<file path="config.mk">
export PLATFORM = sky130hd
export DESIGN_NAME = quadrature_position_pid
export DESIGN_NICKNAME = d
export VERILOG_FILES = /design/src/rtl/core/qpp_pkg.sv /design/src/rtl/core/quadrature_position_pid.sv
export SDC_FILE = /design/constraint.sdc
export NUM_CORES = 2
export LEC_CHECK = 0
export ABC_CLOCK_PERIOD_IN_PS = 19700
export BUFFER_PORTS_ARGS = -buffer_cell sky130_fd_sc_hd__buf_2
export CAP_MARGIN = 10
export CORE_MARGIN = 3
export CORE_UTILIZATION = 60
export DETAILED_ROUTE_END_ITERATION = 6
export PLACE_DENSITY = 0.84
export SLEW_MARGIN = 20
export SYNTH_ARGS = -nofsm -noshare
export SYNTH_HDL_FRONTEND = slang
export SYNTH_SLANG_ARGS = --single-unit
</file>
<file path="constraint.sdc">
create_clock -name clk -period 19.7 [get_ports clk]
set_clock_uncertainty 0.2 [all_clocks]
set_input_delay 3.94 -clock clk [delete_from_list [all_inputs] [get_ports clk]]
set_output_delay 3.94 -clock clk [all_outputs]
set_load 0.01 [all_outputs]
</file>
<file path="src/rtl/core/qpp_pkg.sv">
// ---------------------------------------------------------------------------
// qpp_pkg
// Constants, codes and beat types of the quadrature position controller.
// ---------------------------------------------------------------------------
`timescale 1ns / 1ps
`default_nettype none

package qpp_pkg;

    // Sizing of the counters and the integrator.
    localparam int NUM_MOTORS     = 4;
    localparam int COUNT_WIDTH    = 16;
    localparam int INTEGRAL_WIDTH = 32;

    // Fixed field widths.
    localparam int GAIN_W      = 16;
    localparam int OFFSET_W    = 16;
    localparam int POS_W       = 16;
    localparam int DRIVE_W     = 9;
    localparam int CFG_INDEX_W = 2;
    localparam int FRAC_BITS   = 8;
    localparam int DRIVE_LIMIT = 255;

    // Derived arithmetic widths.
    localparam int ERR_W      = COUNT_WIDTH + 1;
    localparam int DERIV_W    = ERR_W + 1;
    localparam int ISUM_W     = ((INTEGRAL_WIDTH > ERR_W) ? INTEGRAL_WIDTH : ERR_W) + 1;
    localparam int PROD_P_W   = GAIN_W + 1 + ERR_W;
    localparam int PROD_I_W   = GAIN_W + 1 + INTEGRAL_WIDTH;
    localparam int PROD_D_W   = GAIN_W + 1 + DERIV_W;
    localparam int PROD_MAX_W = (PROD_I_W > PROD_D_W) ? PROD_I_W : PROD_D_W;
    localparam int SUM_W      = PROD_MAX_W + 2;

    // Gain values after reset (unsigned Q8.8).
    localparam logic [GAIN_W-1:0] GAIN_P_RESET = GAIN_W'(26);
    localparam logic [GAIN_W-1:0] GAIN_I_RESET = GAIN_W'(3);
    localparam logic [GAIN_W-1:0] GAIN_D_RESET = GAIN_W'(13);

    // Request codes.
    localparam logic [1:0] REQ_EDGE = 2'd0;
    localparam logic [1:0] REQ_TICK = 2'd1;
    localparam logic [1:0] REQ_MOVE = 2'd2;

    // Register indexes.
    localparam logic [CFG_INDEX_W-1:0] CFG_GAIN_P = CFG_INDEX_W'(0);
    localparam logic [CFG_INDEX_W-1:0] CFG_GAIN_I = CFG_INDEX_W'(1);
    localparam logic [CFG_INDEX_W-1:0] CFG_GAIN_D = CFG_INDEX_W'(2);

    typedef struct packed {
        logic [1:0]                 req_type;
        logic [1:0]                 motor_index;
        logic                       edge_channel;
        logic                       level_a;
        logic                       level_b;
        logic signed [OFFSET_W-1:0] target_offset;
    } req_t;

    typedef struct packed {
        logic signed [DRIVE_W-1:0] drive;
        logic                      drive_valid;
        logic signed [POS_W-1:0]   position;
    } rsp_t;

endpackage

`default_nettype wire

</file>
<file path="src/rtl/core/quadrature_position_pid.sv">
// ---------------------------------------------------------------------------
// quadrature_position_pid
// Four quadrature counters and a PID position loop on motor 0.
// ---------------------------------------------------------------------------
// Usage. Request beats arrive on req with req_valid and are taken at a rising
// edge where req_valid is high and req_stall is low. Each request is an
// encoder edge, a control tick or a move command; it yields exactly one
// response beat on rsp, offered with rsp_valid and taken when rsp_stall is
// low. The response carries motor 0's count after the request and the drive
// value; drive_valid is high only for a control tick, and other beats repeat
// the last drive. Gains are written on the cfg channel (cfg_ready is always
// high) and must only be changed while no request is in flight.
// Timing. A new request can be taken in every cycle while req_stall is low.
// The rate is set by the state update stage, where the counters, the target,
// the integral and the last error are all updated together. Four register
// stages sit in line; a stage moves on whenever the one after it is empty
// or moving, so bubbles close up and requests keep being taken while a
// response waits.
// Reset clears the pipeline, every counter, the target, the integral, the
// last error and the last drive, and restores the default gains. A stall on
// rsp holds the response and backs the pipeline up towards req_stall.
// ---------------------------------------------------------------------------
`timescale 1ns / 1ps
`default_nettype none

module quadrature_position_pid (
    input  wire                                    clk,
    input  wire                                    rst_n,
    input  wire                                    req_valid,
    output logic                                   req_stall,
    input  wire  qpp_pkg::req_t                    req,
    output logic                                   rsp_valid,
    input  wire                                    rsp_stall,
    output qpp_pkg::rsp_t                          rsp,
    input  wire                                    cfg_valid,
    output logic                                   cfg_ready,
    input  wire  [qpp_pkg::CFG_INDEX_W-1:0]        cfg_index,
    input  wire  [qpp_pkg::GAIN_W-1:0]             cfg_data
);

    localparam int CW = qpp_pkg::COUNT_WIDTH;
    localparam int IW = qpp_pkg::INTEGRAL_WIDTH;

    localparam logic signed [qpp_pkg::SUM_W-1:0] DRIVE_HI =
        qpp_pkg::SUM_W'(qpp_pkg::DRIVE_LIMIT);
    localparam logic signed [qpp_pkg::SUM_W-1:0] DRIVE_LO = -DRIVE_HI;

    // Gain registers.
    logic [qpp_pkg::GAIN_W-1:0] gain_p_reg, gain_i_reg, gain_d_reg;

    // Controller state.
    logic [CW-1:0]                     enc_reg [qpp_pkg::NUM_MOTORS];
    logic [CW-1:0]                     enc_next [qpp_pkg::NUM_MOTORS];
    logic [CW-1:0]                     target_reg, target_next;
    logic signed [IW-1:0]              integral_reg, integral_next;
    logic signed [qpp_pkg::ERR_W-1:0]  last_err_reg, last_err_next;
    logic signed [qpp_pkg::DRIVE_W-1:0] last_drive_reg, last_drive_next;

    // Stage 1: request register.
    logic          s1_valid_reg;
    qpp_pkg::req_t s1_req_reg;

    // Stage 2: error terms computed for the request in stage 1.
    logic                                s2_valid_reg;
    logic                                s2_tick_reg;
    logic [CW-1:0]                       s2_pos_reg;
    logic signed [qpp_pkg::ERR_W-1:0]    s2_err_reg;
    logic signed [IW-1:0]                s2_integ_reg;
    logic signed [qpp_pkg::DERIV_W-1:0]  s2_deriv_reg;

    // Stage 3: gain products.
    logic                                s3_valid_reg;
    logic                                s3_tick_reg;
    logic [CW-1:0]                       s3_pos_reg;
    logic signed [qpp_pkg::PROD_P_W-1:0] s3_prod_p_reg, s3_prod_p_next;
    logic signed [qpp_pkg::PROD_I_W-1:0] s3_prod_i_reg, s3_prod_i_next;
    logic signed [qpp_pkg::PROD_D_W-1:0] s3_prod_d_reg, s3_prod_d_next;

    // Output register.
    logic          rsp_valid_reg;
    qpp_pkg::rsp_t rsp_reg, rsp_next;

    // Flow control: a stage may load when it is empty or its beat moves on.
    logic out_free, s3_free, s2_free, s1_free;
    logic s1_move;

    // Stage 2 combinational terms.
    logic                                up;
    logic signed [qpp_pkg::ERR_W-1:0]    err;
    logic signed [qpp_pkg::ISUM_W-1:0]   isum;
    logic                                isum_fits;
    logic signed [IW-1:0]                integ_sat;
    logic signed [qpp_pkg::DERIV_W-1:0]  deriv;

    // Output stage combinational terms.
    logic signed [qpp_pkg::SUM_W-1:0]    sum;
    logic signed [qpp_pkg::SUM_W-1:0]    quot_floor;
    logic signed [qpp_pkg::SUM_W-1:0]    quot;
    logic                                round_up;
    logic signed [qpp_pkg::DRIVE_W-1:0]  drive_clamped;

    assign out_free  = !rsp_valid_reg || !rsp_stall;
    assign s3_free   = !s3_valid_reg || out_free;
    assign s2_free   = !s2_valid_reg || s3_free;
    assign s1_free   = !s1_valid_reg || s2_free;
    assign s1_move   = s1_valid_reg && s2_free;

    assign req_stall = !s1_free;
    assign rsp_valid = rsp_valid_reg;
    assign rsp       = rsp_reg;
    assign cfg_ready = 1'b1;

    // State update for the request in stage 1. The error is the exact signed
    // difference of target and count, one bit wider than a count.
    always_comb
    begin
        up        = s1_req_reg.edge_channel ? (s1_req_reg.level_a != s1_req_reg.level_b)
                                            : (s1_req_reg.level_a == s1_req_reg.level_b);
        err       = $signed({target_reg[CW-1], target_reg}) -
                    $signed({enc_reg[0][CW-1], enc_reg[0]});
        isum      = qpp_pkg::ISUM_W'(integral_reg) + qpp_pkg::ISUM_W'(err);
        isum_fits = (&isum[qpp_pkg::ISUM_W-1:IW-1]) || !(|isum[qpp_pkg::ISUM_W-1:IW-1]);
        if (isum_fits)
        begin
            integ_sat = isum[IW-1:0];
        end
        else if (isum[qpp_pkg::ISUM_W-1])
        begin
            integ_sat = {1'b1, {(IW-1){1'b0}}};
        end
        else
        begin
            integ_sat = {1'b0, {(IW-1){1'b1}}};
        end
        deriv = qpp_pkg::DERIV_W'(err) - qpp_pkg::DERIV_W'(last_err_reg);

        for (int m = 0; m < qpp_pkg::NUM_MOTORS; m++)
        begin
            enc_next[m] = enc_reg[m];
        end
        target_next   = target_reg;
        integral_next = integral_reg;
        last_err_next = last_err_reg;

        case (s1_req_reg.req_type)
            qpp_pkg::REQ_EDGE:
            begin
                for (int m = 0; m < qpp_pkg::NUM_MOTORS; m++)
                begin
                    if (32'(s1_req_reg.motor_index) == m)
                    begin
                        enc_next[m] = up ? enc_reg[m] + CW'(1) : enc_reg[m] - CW'(1);
                    end
                end
            end
            qpp_pkg::REQ_MOVE:
            begin
                target_next = enc_reg[0] + CW'(s1_req_reg.target_offset);
            end
            qpp_pkg::REQ_TICK:
            begin
                integral_next = integ_sat;
                last_err_next = err;
            end
            default:
            begin
                // The unused code leaves the state alone.
            end
        endcase
    end

    // Gain products, one multiplier per term.
    always_comb
    begin
        s3_prod_p_next = $signed({1'b0, gain_p_reg}) * s2_err_reg;
        s3_prod_i_next = $signed({1'b0, gain_i_reg}) * s2_integ_reg;
        s3_prod_d_next = $signed({1'b0, gain_d_reg}) * s2_deriv_reg;
    end

    // Sum, divide by 256 rounding towards zero, and clamp to the drive range.
    always_comb
    begin
        sum        = qpp_pkg::SUM_W'(s3_prod_p_reg) + qpp_pkg::SUM_W'(s3_prod_i_reg) +
                     qpp_pkg::SUM_W'(s3_prod_d_reg);
        quot_floor = sum >>> qpp_pkg::FRAC_BITS;
        round_up   = sum[qpp_pkg::SUM_W-1] && (|sum[qpp_pkg::FRAC_BITS-1:0]);
        quot       = quot_floor + qpp_pkg::SUM_W'(round_up);
        if (quot > DRIVE_HI)
        begin
            drive_clamped = qpp_pkg::DRIVE_W'(qpp_pkg::DRIVE_LIMIT);
        end
        else if (quot < DRIVE_LO)
        begin
            drive_clamped = -qpp_pkg::DRIVE_W'(qpp_pkg::DRIVE_LIMIT);
        end
        else
        begin
            drive_clamped = quot[qpp_pkg::DRIVE_W-1:0];
        end

        last_drive_next      = s3_tick_reg ? drive_clamped : last_drive_reg;
        rsp_next.drive       = last_drive_next;
        rsp_next.drive_valid = s3_tick_reg;
        rsp_next.position    = qpp_pkg::POS_W'(s3_pos_reg);
    end

    // Configuration writes.
    always_ff @(posedge clk or negedge rst_n)
    begin
        if (!rst_n)
        begin
            gain_p_reg <= qpp_pkg::GAIN_P_RESET;
            gain_i_reg <= qpp_pkg::GAIN_I_RESET;
            gain_d_reg <= qpp_pkg::GAIN_D_RESET;
        end
        else if (cfg_valid && cfg_ready)
        begin
            case (cfg_index)
                qpp_pkg::CFG_GAIN_P: gain_p_reg <= cfg_data;
                qpp_pkg::CFG_GAIN_I: gain_i_reg <= cfg_data;
                qpp_pkg::CFG_GAIN_D: gain_d_reg <= cfg_data;
                default:
                begin
                    // Writes beyond the register list are dropped.
                end
            endcase
        end
    end

    // Controller state and stage valid flags.
    always_ff @(posedge clk or negedge rst_n)
    begin
        if (!rst_n)
        begin
            for (int m = 0; m < qpp_pkg::NUM_MOTORS; m++)
            begin
                enc_reg[m] <= '0;
            end
            target_reg     <= '0;
            integral_reg   <= '0;
            last_err_reg   <= '0;
            last_drive_reg <= '0;
            s1_valid_reg   <= 1'b0;
            s2_valid_reg   <= 1'b0;
            s3_valid_reg   <= 1'b0;
            rsp_valid_reg  <= 1'b0;
        end
        else
        begin
            if (s1_move)
            begin
                for (int m = 0; m < qpp_pkg::NUM_MOTORS; m++)
                begin
                    enc_reg[m] <= enc_next[m];
                end
                target_reg   <= target_next;
                integral_reg <= integral_next;
                last_err_reg <= last_err_next;
            end
            if (s3_valid_reg && out_free)
            begin
                last_drive_reg <= last_drive_next;
            end
            if (s1_free)
            begin
                s1_valid_reg <= req_valid;
            end
            if (s2_free)
            begin
                s2_valid_reg <= s1_valid_reg;
            end
            if (s3_free)
            begin
                s3_valid_reg <= s2_valid_reg;
            end
            if (out_free)
            begin
                rsp_valid_reg <= s3_valid_reg;
            end
        end
    end

    // Payload registers.
    always_ff @(posedge clk)
    begin
        if (s1_free && req_valid)
        begin
            s1_req_reg <= req;
        end
        if (s1_move)
        begin
            s2_tick_reg  <= (s1_req_reg.req_type == qpp_pkg::REQ_TICK);
            s2_pos_reg   <= enc_next[0];
            s2_err_reg   <= err;
            s2_integ_reg <= integ_sat;
            s2_deriv_reg <= deriv;
        end
        if (s2_valid_reg && s3_free)
        begin
            s3_tick_reg   <= s2_tick_reg;
            s3_pos_reg    <= s2_pos_reg;
            s3_prod_p_reg <= s3_prod_p_next;
            s3_prod_i_reg <= s3_prod_i_next;
            s3_prod_d_reg <= s3_prod_d_next;
        end
        if (s3_valid_reg && out_free)
        begin
            rsp_reg <= rsp_next;
        end
    end

endmodule

`default_nettype wire

</file>
After elaboration in Yosys (flattened, before gate mapping)
Cells that the tools add are included.

operators by class
  add/sub/neg operators = 15
  equal/unequal tests = 9
  mux-type cells = 15
  multiply operators = 3
  reduce and logical (&&, ||, !) cells = 31
  bitwise logic cells = 0
  div/mod/pow operators = 0
  $lt $le $gt $ge = 2
  shifts and indexed selects = 0

operators by type and width
  kind                   number
  $mux 16                8
  $add 16x1->16 const B  4
  $mux 32                2
  $mux 64                1
  $sub 16x1->16 const B  4
  $add 50x35->51         1
  $add 34x49->50         1
  $mul 17x32->49         1
  $add 43x2->44          1
  $gt 44x9->1 const B    1
  $lt 44x9->1 const B    1
  $mul 17x18->35         1
  $mul 17x17->34         1
  $add 32x17->33         1
  $mux 9                 3
  $sub 17x17->18         1
  $sub 16x16->17         1
  $add 16x16->16         1
  $reduce_and 2->1       6
  $reduce_and 3->1       3
  $eq 2x2->1 const B     4
  $reduce_or 8->1        1
  $logic_not 1->1        7
  $eq 2x1->1 const B     3
  7 further kinds        17

word-level totals
  memory bits (read-only) = 0
  memories = 0
  latch bits = 0
  register bits = 458
  bits in writable memories = 0
  word-level logic and storage cells = 109
  input bits = 46

Logic depth before layout (Yosys ltp)
  depth after elaboration = 9
  gate-level depth with buffers = 36

Worst setup path before layout
OpenSTA, ideal clock, no wires.

  path kind = in2reg
  from = in rsp_stall
  to = reg s3_pos_reg[0] (enable)
  path slack = 8.764 ns
  cell stages on the path = 2
  setup time = 0.647 ns
  required time = 18.853 ns
  arrival time = 10.089 ns
  path buffers = 0
  cells stage by stage = and3_1 -> nor2b_1

on the way
  cells in the longest elaborated chain, start to end = 4

ends and longest elaborated chain
  item                  line                            RTL
  start, declared       quadrature_position_pid.sv:33   input wire rsp_stall,
  $logic_not 1->1       quadrature_position_pid.sv:102  assign out_free = !rsp_valid_reg || !rsp_stall;
  $logic_or 1x1->1      quadrature_position_pid.sv:102
  $logic_or 1x1->1      quadrature_position_pid.sv:103  assign s3_free = !s3_valid_reg || out_free;
  $logic_and 1x1->1     quadrature_position_pid.sv:298  if (s2_valid_reg && s3_free)
  end signal, assigned  quadrature_position_pid.sv:301  s3_pos_reg <= s2_pos_reg;
  end, declared         quadrature_position_pid.sv:74   logic [CW-1:0] s3_pos_reg;

No other way between the ends.
A chain may end at the register's enable or synchronous reset.

Worst setup path in the final report
  from = reg gain_i_reg[4] (netlist name)
  to = reg s3_prod_i_reg[45] (netlist name), data pin

on the way
  cells in the longest elaborated chain, start to end = 1

ends and longest elaborated chain
  item                         line                            RTL
  start, declared              quadrature_position_pid.sv:49   logic [qpp_pkg::GAIN_W-1:0] gain_p_reg, gain_i_reg, gain_d_reg;
  start signal, assigned       quadrature_position_pid.sv:213  gain_i_reg <= qpp_pkg::GAIN_I_RESET;
  start signal, assigned       quadrature_position_pid.sv:220  qpp_pkg::CFG_GAIN_I: gain_i_reg <= cfg_data;
  $mul 17x32->49               quadrature_position_pid.sv:176  s3_prod_i_next = $signed({1'b0, gain_i_reg}) * s2_integ_reg;
  via s3_prod_i_next, one bit  quadrature_position_pid.sv:76   logic signed [qpp_pkg::PROD_I_W-1:0] s3_prod_i_reg, s3_prod_i_next;
  end signal, assigned         quadrature_position_pid.sv:303  s3_prod_i_reg <= s3_prod_i_next;
  end, declared                quadrature_position_pid.sv:76

The timed path passes the listed nets, and every way through them passes these cells.

==> results.tsv <==
stage	metric	value	unit
global_routing	Global Route Usage Sum	29.4	%
global_routing	largest net degree at the start of global routing	75	
detailed_routing	DR pass1 iterations	6	
worst_setup_path	flop2flop setup slack	10.50	ns
synth	mean post-synth cell area	9.62	µm²
cts	Clock Latency Late Sink	0.63	ns
worst_setup_path	largest stage delay on the critical path	0.84	ns
detailed_routing	Iteration-0 DRC Markers	3343	
cells_and_area	layout cells sized above 1	4.84	%
cells_and_area	final layout net count	7813	
detailed_routing	Via-to-Cell Ratio	5.81	
cells_and_area	post-route cell area	63800	µm²
cts	setup bufs post-CTS	0	
synth	synth unique cells	97	
cells_and_area	max reg flops	49	
worst_setup_path	Setup CP Type	reg -> reg	
floorplan	Die Ht	324	µm
worst_setup_path	Crit path top cell by count	fa_1	
cts	Sink Count	410	
cells_and_area	multi-input logic area	43500	µm²
cells_and_area	final core occ	64.2	%
global_routing	first-pass GRT wire length	243000	µm
cts	CTS H-tree depth	2	
cells_and_area	Antenna Cells	0	
cts	TritonCTS clock tree	built	
detailed_routing	DR vias	43900	
floorplan	Total Die Area	105000	µm²
cts	Clock Tree Buf Depth	3	
floorplan	Initial Util	61.0	%
cells_and_area	fillers	7413	
hold_path	hold path endpoint	rsp[11]$_DFFE_PP_	
cells_and_area	commonest non-fill, non-tap cell in the layout	inv_1	
hold_path	HP Start	s3_pos_reg[11]$_DFFE_PP_	
worst_setup_path	R2R depth	26	
cts	Clock transition at path regs	0.06	ns
synth	Synth Instances	6296	
timing	relative slew slack	22.0	%
synth	Yosys warning count	0	
detailed_routing	number of remaining DRC errors	0	
placed_design	DP HPWL	118000	µm
hold_path	worst hold path class	reg -> reg	
timing	max-slew violations	0	
worst_setup_path	CP Launch Type	flip-flop	
placed_design	GP Congestion	0.938	
worst_setup_path	Worst EP arrival	9.32	ns
global_routing	initial antenna violation count	6	
floorplan	Die X-Extent	324	µm
timing	# setup viols final	0	
synth	Top FF cell, synth	edfxtp_1	
timing	Final Hold Fails	0	
synth	#FFs+latches synth	410	
synth	dominant cell type by area after synthesis	fa_1	
cts	clock root buffer	clkbuf_16	
worst_setup_path	CP max-delay cell	a2111oi_0	
worst_setup_path	CP endpoint kind	flip-flop	
synth	synth top area cells	fa_1 35%, edfxtp_1 13%, ha_1 9.9%	
floorplan	Core Rows	115	
synth	top cell type's share of synthesized area	34.6	%
cts	CTS Buf Count	47	
worst_setup_path	Worst Path Buf+Inv	4	
timing	RSZ-0062 raised after global routing	no	
global_routing	vias in the first global route	47300	
timing	crit path time final	9.20	ns
hold_path	worst hold path cell count	0	
global_routing	GRT overflow	0	
cts	post-cts resize count	0	
synth	Seq/Total Area, Yosys	19.2	%
detailed_routing	routed len/inst	19.5	µm
worst_setup_path	CP delay by family, top	compound AO/OA/AOI/OAI gates	
floorplan	Core Region	99300	µm²
worst_setup_path	Reg-to-Reg Start	gain_i_reg[4]$_DFFE_PN0P_	
job	max-cap violations	0	
cells_and_area	most frequent cells in the layout	1239 x inv_1, 1046 x fa_1, 865 x nand2_1, 479 x ha_1, 467 x and2_1	
cells_and_area	synth-to-layout area growth	5.24	%
synth	Mapped Area	60600	µm²
worst_setup_path	Crit path required time	19.82	ns
timing	Final period util	46.7	%
timing	TNS Setup	0	ns
worst_setup_path	Worst Path Max Fanout	17	
synth	Post-synth ARST share	34.6	%
placed_design	IO Port Bufs	73	
timing	Worst Max-Slew Pin Slew	1.17	ns
synth	Post-Syn Nets	7867	
synth	Post-synth EDFFs	268	
detailed_routing	Routed WL	148000	µm
timing	fmax	109	MHz
cells_and_area	Reg area	11600	µm²
cts	CTS Hold Bufs	0	
detailed_routing	Post-DRT Antenna Nets	0	
worst_setup_path	reg2reg end	s3_prod_i_reg[45]$_DFFE_PP_	
placed_design	area of placed instances	62000	µm²
floorplan	Top Ports	75	
run_status	status	complete, no violations	
-- worst max-delay path by stage --
| stage | cells after the start | from | slack [ns] | endpoint |
|---|---|---|---|---|
| after floorplan | 2 | rsp_stall | 8.76 | s3_pos_reg[0]$_DFFE_PP_ |
| after global placement | 5 | rsp_stall | 10.89 | req_stall |
| after detailed placement | 26 | gain_i_reg[4]$_DFFE_PN0P_ | 10.65 | s3_prod_i_reg[45]$_DFFE_PP_ |
| after CTS | 26 | gain_i_reg[4]$_DFFE_PN0P_ | 10.59 | s3_prod_i_reg[45]$_DFFE_PP_ |
| after global routing | 26 | gain_i_reg[4]$_DFFE_PN0P_ | 10.10 | s3_prod_i_reg[45]$_DFFE_PP_ |
| final | 26 | gain_i_reg[4]$_DFFE_PN0P_ | 10.50 | s3_prod_i_reg[45]$_DFFE_PP_ |
-- metal layers --
layer | vias up | wire length (µm) | GRT usage (%)
met5 | - | 69 | 0.181
met1 | 22000 | 56600 | 38.0
li1 | 19500 | - | -
met4 | 8 | 7660 | 13.4
met2 | 1930 | 69600 | 48.2
met3 | 438 | 14000 | 6.08
-- cells in the mapped netlist (28+ instances only) --
master and n:
inv_1 1239, fa_1 1046, nand2_1 865, ha_1 479
and2_1 469, edfxtp_1 268, nor2_1 224, clkbuf_1 206
a21oi_1 198, xnor2_1 173, o21ai_0 170, dfrtp_1 134
a21o_1 86, mux2_2 62, xor2_1 55, nand2b_1 53
nor3_1 51, nand3_1 45, nor2b_1 36, a21boi_0 34
o21a_1 28
-- logic make-up after synthesis --
group | share of synthesized area (%)
AND/OR/NAND/NOR | 15.2
adder cells (fa/ha/maj) | 44.5
buffers and inverters | 9.00
AO/OA/AOI/OAI | 7.49
flip-flops | 19.2
XOR/XNOR | 3.35
multiplexers | 1.27
other | 0.00619
-- layout make-up --
cell class / count / area share (%)
Clock buffer: 62 / 2.00
Clock inverter: 26 / 0.620
Inverter: 1239 / 7.29
Multi-Input combinational cell: 4434 / 68.3
Sequential cell: 410 / 18.2
Tap cell: 1287 / 2.53
Timing Repair Buffer: 110 / 1.04
-- metrics by stage --
| step | hold slack [ns] | cells | setup slack, ns |
|---|---|---|---|
| floorplan | 0.200 | 6296 | 8.76 |
| global placement | 0.203 | 7478 | 10.89 |
| detailed placement | 0.205 | 7478 | 10.65 |
| CTS | 0.218 | 7566 | 10.59 |
| global route | 0.226 | 7568 | 10.10 |
| finish | 0.216 | 7568 | 10.50 |
Power is left out: the tool's default activity adds up to more than one toggle a clock period on the data nets, which glitch-free logic cannot reach.
